## config.mk

```make
export PLATFORM = sky130hd
export DESIGN_NAME = rgb_to_hls_pixel_flat
export DESIGN_NICKNAME = d
export VERILOG_FILES = /design/src/sv/rhp_pkg.sv /design/src/sv/rhp_pix_if.sv /design/src/sv/rhp_hls_if.sv /design/src/sv/rgb_to_hls_pixel.sv /design/src/sv/rhp_front.sv /design/src/sv/rhp_queue.sv /design/src/sv/rhp_back.sv /design/src/flat_wrapper.sv
export SDC_FILE = /design/constraint.sdc
export NUM_CORES = 1
export LEC_CHECK = 0
export BUFFER_PORTS_ARGS = -buffer_cell sky130_fd_sc_hd__buf_2
export CELL_PAD_IN_SITES_DETAIL_PLACEMENT = 1
export CELL_PAD_IN_SITES_GLOBAL_PLACEMENT = 1
export CORE_UTILIZATION = 48
export CTS_CLUSTER_DIAMETER = 50
export CTS_CLUSTER_SIZE = 10
export DETAILED_ROUTE_END_ITERATION = 7
export PLACE_DENSITY_LB_ADDON = 0.15
export SYNTH_ARGS = -nofsm -noshare
export SYNTH_HDL_FRONTEND = slang
export SYNTH_SLANG_ARGS = --single-unit
```

## constraint.sdc

```tcl
create_clock -name clk -period 5.8 [get_ports clk]
set_input_delay 1.16 -clock clk [delete_from_list [all_inputs] [get_ports clk]]
set_output_delay 1.16 -clock clk [all_outputs]
set_load 0.01 [all_outputs]
```

## src/sv/rhp_pkg.sv

```systemverilog
// Package for the RGB to HLS pixel converter: shared constants, work item types.
// Depends on nothing; used by the interfaces and every module of the block.
package rhp_pkg;

	localparam int CompW = 8;
	localparam int SumW = CompW + 1;
	localparam int SatNumW = 2 * CompW;
	localparam int HueNumW = 14;
	localparam int HueQW = 6;
	localparam int DivSteps = CompW;
	localparam int QueueDepth = 4;
	localparam int QueuePtrW = $clog2(QueueDepth);
	localparam int QueueCntW = $clog2(QueueDepth + 1);

	localparam logic [CompW-1:0] HueRed = 8'd0;
	localparam logic [CompW-1:0] HueGreen = 8'd85;
	localparam logic [CompW-1:0] HueBlue = 8'd170;
	localparam logic [CompW-1:0] HueTop = 8'd255;
	localparam logic [CompW-1:0] LumMid = 8'd127;
	localparam logic [SumW-1:0] SumTop = 9'd510;
	localparam logic [CompW+6:0] HueScale = 15'd85;

	typedef struct packed {
		logic [SatNumW-1:0] sat_num;
		logic [SumW-1:0]    sat_den;
		logic [HueNumW-1:0] hue_num;
		logic [CompW-1:0]   hue_den;
		logic [CompW-1:0]   hue_base;
		logic               hue_neg;
		logic               grey;
		logic [CompW-1:0]   lum;
		logic               last;
	} work_t;

	typedef struct packed {
		logic [SatNumW-1:0] sat_rem;
		logic [SumW-1:0]    sat_den;
		logic [CompW-1:0]   sat_q;
		logic [HueNumW-1:0] hue_rem;
		logic [CompW-1:0]   hue_den;
		logic [HueQW-1:0]   hue_q;
		logic [CompW-1:0]   hue_base;
		logic               hue_neg;
		logic               grey;
		logic [CompW-1:0]   lum;
		logic               last;
	} div_t;

endpackage

```

## src/sv/rhp_pix_if.sv

```systemverilog
// Input channel of the converter: one RGB pixel with its last flag.
// Depends on rhp_pkg for the component width.
interface rhp_pix_if;
	logic                     valid;
	logic                     ready;
	logic [rhp_pkg::CompW-1:0] red;
	logic [rhp_pkg::CompW-1:0] green;
	logic [rhp_pkg::CompW-1:0] blue;
	logic                     last_in;

	modport source (output valid, output red, output green, output blue, output last_in,
		input ready);
	modport sink (input valid, input red, input green, input blue, input last_in,
		output ready);
endinterface

```

## src/sv/rhp_hls_if.sv

```systemverilog
// Output channel of the converter: hue, saturation, lightness and last flag.
// Depends on rhp_pkg for the component width.
interface rhp_hls_if;
	logic                     valid;
	logic                     ready;
	logic [rhp_pkg::CompW-1:0] hue;
	logic [rhp_pkg::CompW-1:0] saturation;
	logic [rhp_pkg::CompW-1:0] lightness;
	logic                     last_out;

	modport source (output valid, output hue, output saturation, output lightness,
		output last_out, input ready);
	modport sink (input valid, input hue, input saturation, input lightness,
		input last_out, output ready);
endinterface

```

## src/sv/rgb_to_hls_pixel.sv

```systemverilog
// RGB to HLS pixel converter, top level: front end, work queue, divider back end.
// Path from input acceptance to output valid: the front register, then the queue
// write, eight divider stages and the output register.
// Throughput is one pixel per cycle while hls.ready does not stall the output.
// Reset clears the valid flags and queue pointers asynchronously; no clearing pass.
// Depends on rhp_pkg, rhp_pix_if, rhp_hls_if, rhp_front, rhp_queue and rhp_back.
module rgb_to_hls_pixel (
	input  logic      clk,
	input  logic      arst_n,
	rhp_pix_if.sink   pix,
	rhp_hls_if.source hls
);

	logic           f_valid, f_ready, q_valid, q_ready;
	rhp_pkg::work_t f_work, q_work;

	rhp_front u_front (
		.clk        (clk),
		.arst_n     (arst_n),
		.pix        (pix),
		.work_valid (f_valid),
		.work_ready (f_ready),
		.work       (f_work)
	);

	rhp_queue u_queue (
		.clk        (clk),
		.arst_n     (arst_n),
		.push_valid (f_valid),
		.push_ready (f_ready),
		.push_item  (f_work),
		.pop_valid  (q_valid),
		.pop_ready  (q_ready),
		.pop_item   (q_work)
	);

	rhp_back u_back (
		.clk        (clk),
		.arst_n     (arst_n),
		.work_valid (q_valid),
		.work_ready (q_ready),
		.work       (q_work),
		.hls        (hls)
	);

endmodule

```

## src/sv/rhp_front.sv

```systemverilog
// Front end: finds max and min, lightness, divisors and hue sector of a pixel.
// Depends on rhp_pkg and rhp_pix_if; feeds one registered work item to the queue.
module rhp_front (
	input  logic            clk,
	input  logic            arst_n,
	rhp_pix_if.sink         pix,
	output logic            work_valid,
	input  logic            work_ready,
	output rhp_pkg::work_t  work
);

	logic [rhp_pkg::CompW-1:0] mx, mn, d, t;
	logic [rhp_pkg::SumW-1:0]  sum;
	logic [rhp_pkg::CompW+6:0] hue_prod;
	rhp_pkg::work_t            nxt;
	logic                      valid_s1;
	rhp_pkg::work_t            work_s1;
	logic                      take;

	always_comb begin
		mx = pix.red;
		mn = pix.red;
		if (pix.green > mx) mx = pix.green;
		if (pix.blue > mx) mx = pix.blue;
		if (pix.green < mn) mn = pix.green;
		if (pix.blue < mn) mn = pix.blue;
		sum = rhp_pkg::SumW'(mx) + rhp_pkg::SumW'(mn);
		d = mx - mn;

		nxt.lum = sum[rhp_pkg::SumW-1:1];
		nxt.grey = (mx == mn);
		nxt.last = pix.last_in;
		nxt.sat_num = {d, 8'd0} - rhp_pkg::SatNumW'(d);
		nxt.sat_den = (nxt.lum <= rhp_pkg::LumMid) ? sum : rhp_pkg::SumTop - sum;
		nxt.hue_den = d;

		if (pix.red == mx) begin
			if (pix.green >= pix.blue) begin
				t = pix.green - pix.blue;
				nxt.hue_base = rhp_pkg::HueRed;
				nxt.hue_neg = 1'b0;
			end else begin
				t = pix.blue - pix.green;
				nxt.hue_base = rhp_pkg::HueTop;
				nxt.hue_neg = 1'b1;
			end
		end else if (pix.green == mx) begin
			if (pix.blue >= pix.red) begin
				t = pix.blue - pix.red;
				nxt.hue_base = rhp_pkg::HueGreen;
				nxt.hue_neg = 1'b0;
			end else begin
				t = pix.red - pix.blue;
				nxt.hue_base = rhp_pkg::HueGreen;
				nxt.hue_neg = 1'b1;
			end
		end else begin
			if (pix.red >= pix.green) begin
				t = pix.red - pix.green;
				nxt.hue_base = rhp_pkg::HueBlue;
				nxt.hue_neg = 1'b0;
			end else begin
				t = pix.green - pix.red;
				nxt.hue_base = rhp_pkg::HueBlue;
				nxt.hue_neg = 1'b1;
			end
		end
		hue_prod = 15'(t) * rhp_pkg::HueScale;
		nxt.hue_num = hue_prod[rhp_pkg::HueNumW:1];
	end

	assign take = pix.valid & pix.ready;
	assign pix.ready = ~valid_s1 | work_ready;

	always_ff @(posedge clk or negedge arst_n) begin
		if (!arst_n) begin
			valid_s1 <= 1'b0;
		end else if (pix.ready) begin
			valid_s1 <= pix.valid;
		end
	end

	always_ff @(posedge clk) begin
		if (take) begin
			work_s1 <= nxt;
		end
	end

	assign work_valid = valid_s1;
	assign work = work_s1;

endmodule

```

## src/sv/rhp_queue.sv

```systemverilog
// Short queue of work items between the front end and the divider pipeline.
// Depends on rhp_pkg for the item type and depth.
module rhp_queue (
	input  logic           clk,
	input  logic           arst_n,
	input  logic           push_valid,
	output logic           push_ready,
	input  rhp_pkg::work_t push_item,
	output logic           pop_valid,
	input  logic           pop_ready,
	output rhp_pkg::work_t pop_item
);

	rhp_pkg::work_t                 mem_q [rhp_pkg::QueueDepth];
	logic [rhp_pkg::QueuePtrW-1:0] wr_q, rd_q;
	logic [rhp_pkg::QueueCntW-1:0] cnt_q;
	logic                          push, pop;

	assign push_ready = (cnt_q != rhp_pkg::QueueCntW'(rhp_pkg::QueueDepth));
	assign pop_valid = (cnt_q != '0);
	assign push = push_valid & push_ready;
	assign pop = pop_valid & pop_ready;
	assign pop_item = mem_q[rd_q];

	always_ff @(posedge clk or negedge arst_n) begin
		if (!arst_n) begin
			wr_q <= '0;
			rd_q <= '0;
			cnt_q <= '0;
		end else begin
			if (push) wr_q <= wr_q + 1'b1;
			if (pop) rd_q <= rd_q + 1'b1;
			if (push & ~pop) cnt_q <= cnt_q + 1'b1;
			else if (pop & ~push) cnt_q <= cnt_q - 1'b1;
		end
	end

	always_ff @(posedge clk) begin
		if (push) begin
			mem_q[wr_q] <= push_item;
		end
	end

`ifndef SYNTHESIS
	a_cnt_bound: assert property (@(posedge clk) disable iff (!arst_n)
		cnt_q <= rhp_pkg::QueueCntW'(rhp_pkg::QueueDepth))
		else $error("queue count above depth");
	a_ptr_gap: assert property (@(posedge clk) disable iff (!arst_n)
		(cnt_q == '0 || cnt_q == rhp_pkg::QueueCntW'(rhp_pkg::QueueDepth)) |-> wr_q == rd_q)
		else $error("queue pointers disagree with count");
`endif

endmodule

```

## src/sv/rhp_back.sv

```systemverilog
// Back end: restoring dividers for saturation and hue, one quotient bit per stage,
// then hue offset, saturation clip and the output register. Depends on rhp_pkg.
module rhp_back (
	input  logic           clk,
	input  logic           arst_n,
	input  logic           work_valid,
	output logic           work_ready,
	input  rhp_pkg::work_t work,
	rhp_hls_if.source      hls
);

	localparam int N = rhp_pkg::DivSteps;

	rhp_pkg::div_t stage_s [N];
	logic          stage_v_s [N];
	rhp_pkg::div_t nxt [N];
	rhp_pkg::div_t head;
	logic          adv [N+1];

	logic                      out_v_q;
	logic [rhp_pkg::CompW-1:0] hue_q, sat_q, lum_q;
	logic                      last_q;
	logic [rhp_pkg::CompW-1:0] hue_n, sat_n;
	logic [rhp_pkg::CompW+1:0] clip;
	rhp_pkg::div_t             fin;

	always_comb begin
		head.sat_rem = work.sat_num;
		head.sat_den = work.sat_den;
		head.sat_q = '0;
		head.hue_rem = work.hue_num;
		head.hue_den = work.hue_den;
		head.hue_q = '0;
		head.hue_base = work.hue_base;
		head.hue_neg = work.hue_neg;
		head.grey = work.grey;
		head.lum = work.lum;
		head.last = work.last;
	end

	assign adv[N] = ~out_v_q | hls.ready;
	assign work_ready = adv[0];

	for (genvar k = 0; k < N; k++) begin : g_stage
		localparam int Bit = N - 1 - k;
		rhp_pkg::div_t              prev;
		logic [rhp_pkg::SatNumW-1:0] sat_sh;
		logic [rhp_pkg::HueNumW-1:0] hue_sh;

		if (k == 0) begin : g_first
			assign prev = head;
		end else begin : g_rest
			assign prev = stage_s[k-1];
		end

		assign adv[k] = ~stage_v_s[k] | adv[k+1];

		always_comb begin
			nxt[k] = prev;
			sat_sh = rhp_pkg::SatNumW'(prev.sat_den) << Bit;
			hue_sh = rhp_pkg::HueNumW'(prev.hue_den) << Bit;
			if (prev.sat_rem >= sat_sh) begin
				nxt[k].sat_rem = prev.sat_rem - sat_sh;
				nxt[k].sat_q[Bit] = 1'b1;
			end
			if (Bit < rhp_pkg::HueQW) begin
				if (prev.hue_rem >= hue_sh) begin
					nxt[k].hue_rem = prev.hue_rem - hue_sh;
					nxt[k].hue_q[Bit % rhp_pkg::HueQW] = 1'b1;
				end
			end
		end

		always_ff @(posedge clk or negedge arst_n) begin
			if (!arst_n) begin
				stage_v_s[k] <= 1'b0;
			end else if (adv[k]) begin
				if (k == 0) stage_v_s[k] <= work_valid;
				else stage_v_s[k] <= stage_v_s[(k == 0) ? 0 : k-1];
			end
		end

		always_ff @(posedge clk) begin
			if (adv[k]) begin
				stage_s[k] <= nxt[k];
			end
		end
	end

	assign fin = stage_s[N-1];

	always_comb begin
		if (fin.hue_neg) hue_n = fin.hue_base - rhp_pkg::CompW'(fin.hue_q);
		else hue_n = fin.hue_base + rhp_pkg::CompW'(fin.hue_q);
		if (fin.lum <= rhp_pkg::LumMid) clip = {fin.lum, 2'b00};
		else clip = {rhp_pkg::HueTop - fin.lum, 2'b00};
		sat_n = ((rhp_pkg::CompW+2)'(fin.sat_q) > clip) ? clip[rhp_pkg::CompW-1:0] : fin.sat_q;
		if (fin.grey) begin
			hue_n = '0;
			sat_n = '0;
		end
	end

	always_ff @(posedge clk or negedge arst_n) begin
		if (!arst_n) begin
			out_v_q <= 1'b0;
		end else if (adv[N]) begin
			out_v_q <= stage_v_s[N-1];
		end
	end

	always_ff @(posedge clk) begin
		if (adv[N]) begin
			hue_q <= hue_n;
			sat_q <= sat_n;
			lum_q <= fin.lum;
			last_q <= fin.last;
		end
	end

	assign hls.valid = out_v_q;
	assign hls.hue = hue_q;
	assign hls.saturation = sat_q;
	assign hls.lightness = lum_q;
	assign hls.last_out = last_q;

`ifndef SYNTHESIS
	a_tail_hold: assert property (@(posedge clk) disable iff (!arst_n)
		(stage_v_s[N-1] && out_v_q && !hls.ready) |=> stage_v_s[N-1])
		else $error("last divider stage dropped a stalled pixel");
	a_dark_flat: assert property (@(posedge clk) disable iff (!arst_n)
		(out_v_q && lum_q == '0) |-> sat_q == '0)
		else $error("black pixel with nonzero saturation");
`endif

endmodule

```

## src/flat_wrapper.sv

```systemverilog
// flat-port wrapper written by rule: the top's interface ports become plain ports
module rgb_to_hls_pixel_flat 
  (clk, arst_n, pix_valid, pix_red, pix_green, pix_blue, pix_last_in, pix_ready, hls_valid, hls_hue, hls_saturation, hls_lightness, hls_last_out, hls_ready);
  rhp_pix_if pix_i ();
  rhp_hls_if hls_i ();
  input  logic clk;
  input  logic arst_n;
  input wire logic [$bits(pix_i.valid)-1:0] pix_valid;
  input wire logic [$bits(pix_i.red)-1:0] pix_red;
  input wire logic [$bits(pix_i.green)-1:0] pix_green;
  input wire logic [$bits(pix_i.blue)-1:0] pix_blue;
  input wire logic [$bits(pix_i.last_in)-1:0] pix_last_in;
  output wire logic [$bits(pix_i.ready)-1:0] pix_ready;
  output wire logic [$bits(hls_i.valid)-1:0] hls_valid;
  output wire logic [$bits(hls_i.hue)-1:0] hls_hue;
  output wire logic [$bits(hls_i.saturation)-1:0] hls_saturation;
  output wire logic [$bits(hls_i.lightness)-1:0] hls_lightness;
  output wire logic [$bits(hls_i.last_out)-1:0] hls_last_out;
  input wire logic [$bits(hls_i.ready)-1:0] hls_ready;
  assign pix_i.valid = pix_valid;
  assign pix_i.red = pix_red;
  assign pix_i.green = pix_green;
  assign pix_i.blue = pix_blue;
  assign pix_i.last_in = pix_last_in;
  assign pix_ready = pix_i.ready;
  assign hls_valid = hls_i.valid;
  assign hls_hue = hls_i.hue;
  assign hls_saturation = hls_i.saturation;
  assign hls_lightness = hls_i.lightness;
  assign hls_last_out = hls_i.last_out;
  assign hls_i.ready = hls_ready;
  rgb_to_hls_pixel u_core (.clk(clk), .arst_n(arst_n), .pix(pix_i), .hls(hls_i));
endmodule
```

==> run_results.csv <==
group,metric,value,unit
outcome,status,"finished with violations",
outcome,violations,"negative setup slack",
synth,synth_area_per_cell,13.9,µm²
placement,dpl.hpwl,66600,µm
critical_path,cpPeakStageDelay,550,ps
hold_path,min-delay-path-class,"reg2reg",
clock_tree,path_clk_slew,50,ps
route,firstDrtPassIters,5,
critical_path,required,6310,ps
sta,maxSlewViolCount,0,
synth,ys_types,82,
synth,syn_area,0.0386,mm²
sta,period_minus_slack,7640,ps
critical_path,cpMostUsedCell,"ha_4",
sta,fin_ws,-1840,ps
floorplanning,dieArea,0.0815,mm²
floorplanning,initial_utilization,0.487,
sta,final-hold-violation-count,0,
floorplanning,rows,103,
clock_tree,cts-buffers-inserted,99,
final_layout,drive_gt1_frac,0.247,
floorplanning,io_pins,56,
placement,gp_congestion,0.881,
critical_path,path_class,"in2reg",
clock_tree,cts_tree,"yes",
sta,skew,54.3,ps
sta,worst_pin_slew,1200,ps
route,drc,0,
critical_path,r2r-end,"u_core.u_back.stage_s[0][78]$_DFFE_PN_",
sta,finalSetupViolations,11,
hold_path,hold_path.startpoint,"u_core.u_back.stage_s[0][294]$_DFFE_PP_",
route,vias_per_cell,5.40,
route,route.vias.total,23388,
final_layout,num_antenna_cells,0,
synth,async_reset_ff_frac,0.0210,
grt,grt_overflow,0,
critical_path,r2r_setup_slack,1280,ps
critical_path,start_kind,"primary input",
synth,ys_ff_latch,808,
hold_path,whs_endpoint,"u_core.u_back.stage_s[1][54]$_DFFE_PP_",
floorplanning,die_w,286,µm
final_layout,final_cell_mix,"791 x edfxtp_1, 327 x buf_4, 267 x inv_1",
sta,rsz0062_at_grt,"true",
sta,fin_crit_sh,1.32,
hold_path,holdPathStages,0,
synth,ys_seq_area_frac,0.627,
sta,maxSlewHeadroom,0.199,
synth,synth_fp_nets,3077,
synth,synth_warnings,0,
clock_tree,cts_root_buf,"clkbuf_16",
route,detail_route.wl_per_cell,20.9,µm
critical_path,rr_worst_depth,13,
route,final_antenna_net_count,0,
final_layout,layoutNonFillerInstCount,4333,
sta,max_freq,131,MHz
synth,synthCells,2768,
final_layout,syn2layout_area_growth,21.6,%
sta,hold_slack,379,ps
clock_tree,h-tree-depth,3,
clock_tree,clock_latency,660,ps
grt,grtUsageTotal,0.224,
placement,portBuffers,55,
power_and_ir_drop,power.leakage,18.4,nW
final_layout,final_nets,3543,
critical_path,critPathCaptureType,"register",
power_and_ir_drop,cellPowerDensity,606,mW/mm²
grt,grt_pass1_wl,142000,µm
floorplanning,fp.dieH,286,µm
critical_path,cp_slowest_cell,"fa_1",
critical_path,r2r-start,"u_core.u_queue.rd_q[1]$_DFFE_PN0P_",
synth,synth_edf_count,791,
clock_tree,cts_max_path_buffers,3,
critical_path,crit_family,"compound AO/OA/AOI/OAI gates",
route,wl,90500,µm
power_and_ir_drop,peakVddDrop,0.427,mV
floorplanning,core,0.0793,mm²
critical_path,cp_data_arrival_time,8160,ps
grt,grt_pass1_vias,26187,
critical_path,cp_max_fo,8,
synth,ys.flop_type,"edfxtp_1",
run,drv_cap,0,
placement,dp_cells,4135,
grt,antenna_found_initial,0,
grt,grt_max_degree,72,
clock_tree,cts_sinks,808,
route,drt_iter0_drc,1051,
critical_path,crit_buf_inv,8,
final_layout,layout_commonest_cell,"edfxtp_1",
power_and_ir_drop,fin_total_pwr,0.0284,W
-- timing repair --
item / in CTS / in global routing
setup endpoints to repair: 39 / 35
hold buffers: 0 / 0
cloned: 2 / 0
resized for setup: 90 / 137
pin swaps: 22 / 60
buffers inserted: 19 / 35
-- flip-flops by register name, indices dropped and copies added (netlist names) --
register / flops
u_core.u_back.stage_s: 476
u_core.u_queue.mem_q: 232
u_core.u_front.work: 58
u_core.u_back.hls.hue: 8
u_core.u_back.hls.lightness: 8
u_core.u_back.hls.saturation: 8
u_core.u_back.stage_v_s: 8
u_core.u_queue.cnt_q: 3
u_core.u_queue.rd_q: 2
u_core.u_queue.wr_q: 2
u_core.u_back.hls.last_out: 1
u_core.u_back.hls.valid: 1
u_core.u_front.work_valid: 1
-- cells by family after synthesis --
| group | synth area share |
|---|---|
| compound gates | 0.0778 |
| xor+xnor | 0.0356 |
| fa+ha+maj | 0.0966 |
| buf+inv | 0.0331 |
| flops | 0.627 |
| mux | 0.0561 |
| simple gates | 0.0740 |
-- layout make-up --
type                            count  area (µm²)
Clock buffer                      120        2560
Clock inverter                     30         460
Fill cell                        7549       32300
Inverter                          282        1080
Multi-Input combinational cell   1632       14200
Sequential cell                   808       24200
Tap cell                         1050        1310
Timing Repair Buffer              411        3090
-- metal layers --
layer / GRT usage / share of wire / routed length, µm
met1: 0.254 / 0.39 / 35500
met4: 0.0857 / 0.033 / 3020
met3: 0.0291 / 0.028 / 2550
met5: 0 / 0 / 0
met2: 0.424 / 0.55 / 49400
-- stage by stage --
stage	worst slack (ps)	cell area, µm²	TNS [ps]	utilization
2_1_floorplan	-2230	38800	-24370	-
3_3_place_gp	-2610	42400	-48140	0.536
3_5_place_dp	-2840	42400	-58550	0.536
6_report	-1840	46900	-13990	0.592
4_1_cts	-1640	46100	-12190	0.581
5_1_grt	-2090	46900	-18510	0.592
-- synth_stat cells, types with 13 or more instances --
| cell | count | area (µm²) |
|---|---|---|
| a211oi_1 | 15 | 113 |
| nand2b_1 | 33 | 206 |
| edfxtp_1 | 791 | 23800 |
| xor2_1 | 64 | 561 |
| nand2_1 | 147 | 552 |
| xnor2_1 | 93 | 815 |
| inv_1 | 282 | 1060 |
| mux2_2 | 34 | 383 |
| mux2i_1 | 49 | 490 |
| fa_1 | 30 | 601 |
| a21boi_0 | 35 | 263 |
| nor3_1 | 26 | 130 |
| a31oi_1 | 14 | 87.6 |
| nand4_1 | 22 | 138 |
| o21ai_0 | 122 | 611 |
| o21a_1 | 14 | 105 |
| a21o_1 | 46 | 345 |
| a21oi_1 | 131 | 656 |
| nand3_1 | 38 | 190 |
| nor2b_1 | 43 | 269 |
| and2_1 | 14 | 87.6 |
| ha_1 | 250 | 3130 |
| nor2_1 | 168 | 631 |
| mux4_2 | 56 | 1260 |
| o31ai_1 | 21 | 158 |
| dfrtp_1 | 17 | 425 |
| nor4_1 | 23 | 144 |
| o21bai_1 | 13 | 97.6 |
| clkbuf_1 | 32 | 120 |
-- power by group --
part / total, W / switching (W) / internal (W) / leakage (nW)
Sequential: 0.0106 / 0.00111 / 0.00947 / 7.72
Clock: 0.00566 / 0.00228 / 0.00339 / 1.44
Combinational: 0.0122 / 0.00642 / 0.00576 / 9.23
-- worst max-delay path by stage --
stage                 startpoint                                end  slack, ps  cells after the start
floorplan           pix_green[5]  u_core.u_front.work[39]$_DFFE_PP_      -2230                     36
finish              pix_green[0]  u_core.u_front.work[39]$_DFFE_PP_      -1840                     35
global route        pix_green[0]  u_core.u_front.work[38]$_DFFE_PP_      -2090                     37
detailed placement  pix_green[0]  u_core.u_front.work[39]$_DFFE_PP_      -2840                     34
global placement    pix_green[0]  u_core.u_front.work[39]$_DFFE_PP_      -2610                     34
CTS                 pix_green[0]  u_core.u_front.work[39]$_DFFE_PP_      -1640                     36
No activity file was read; power rests on OpenSTA's default activity.
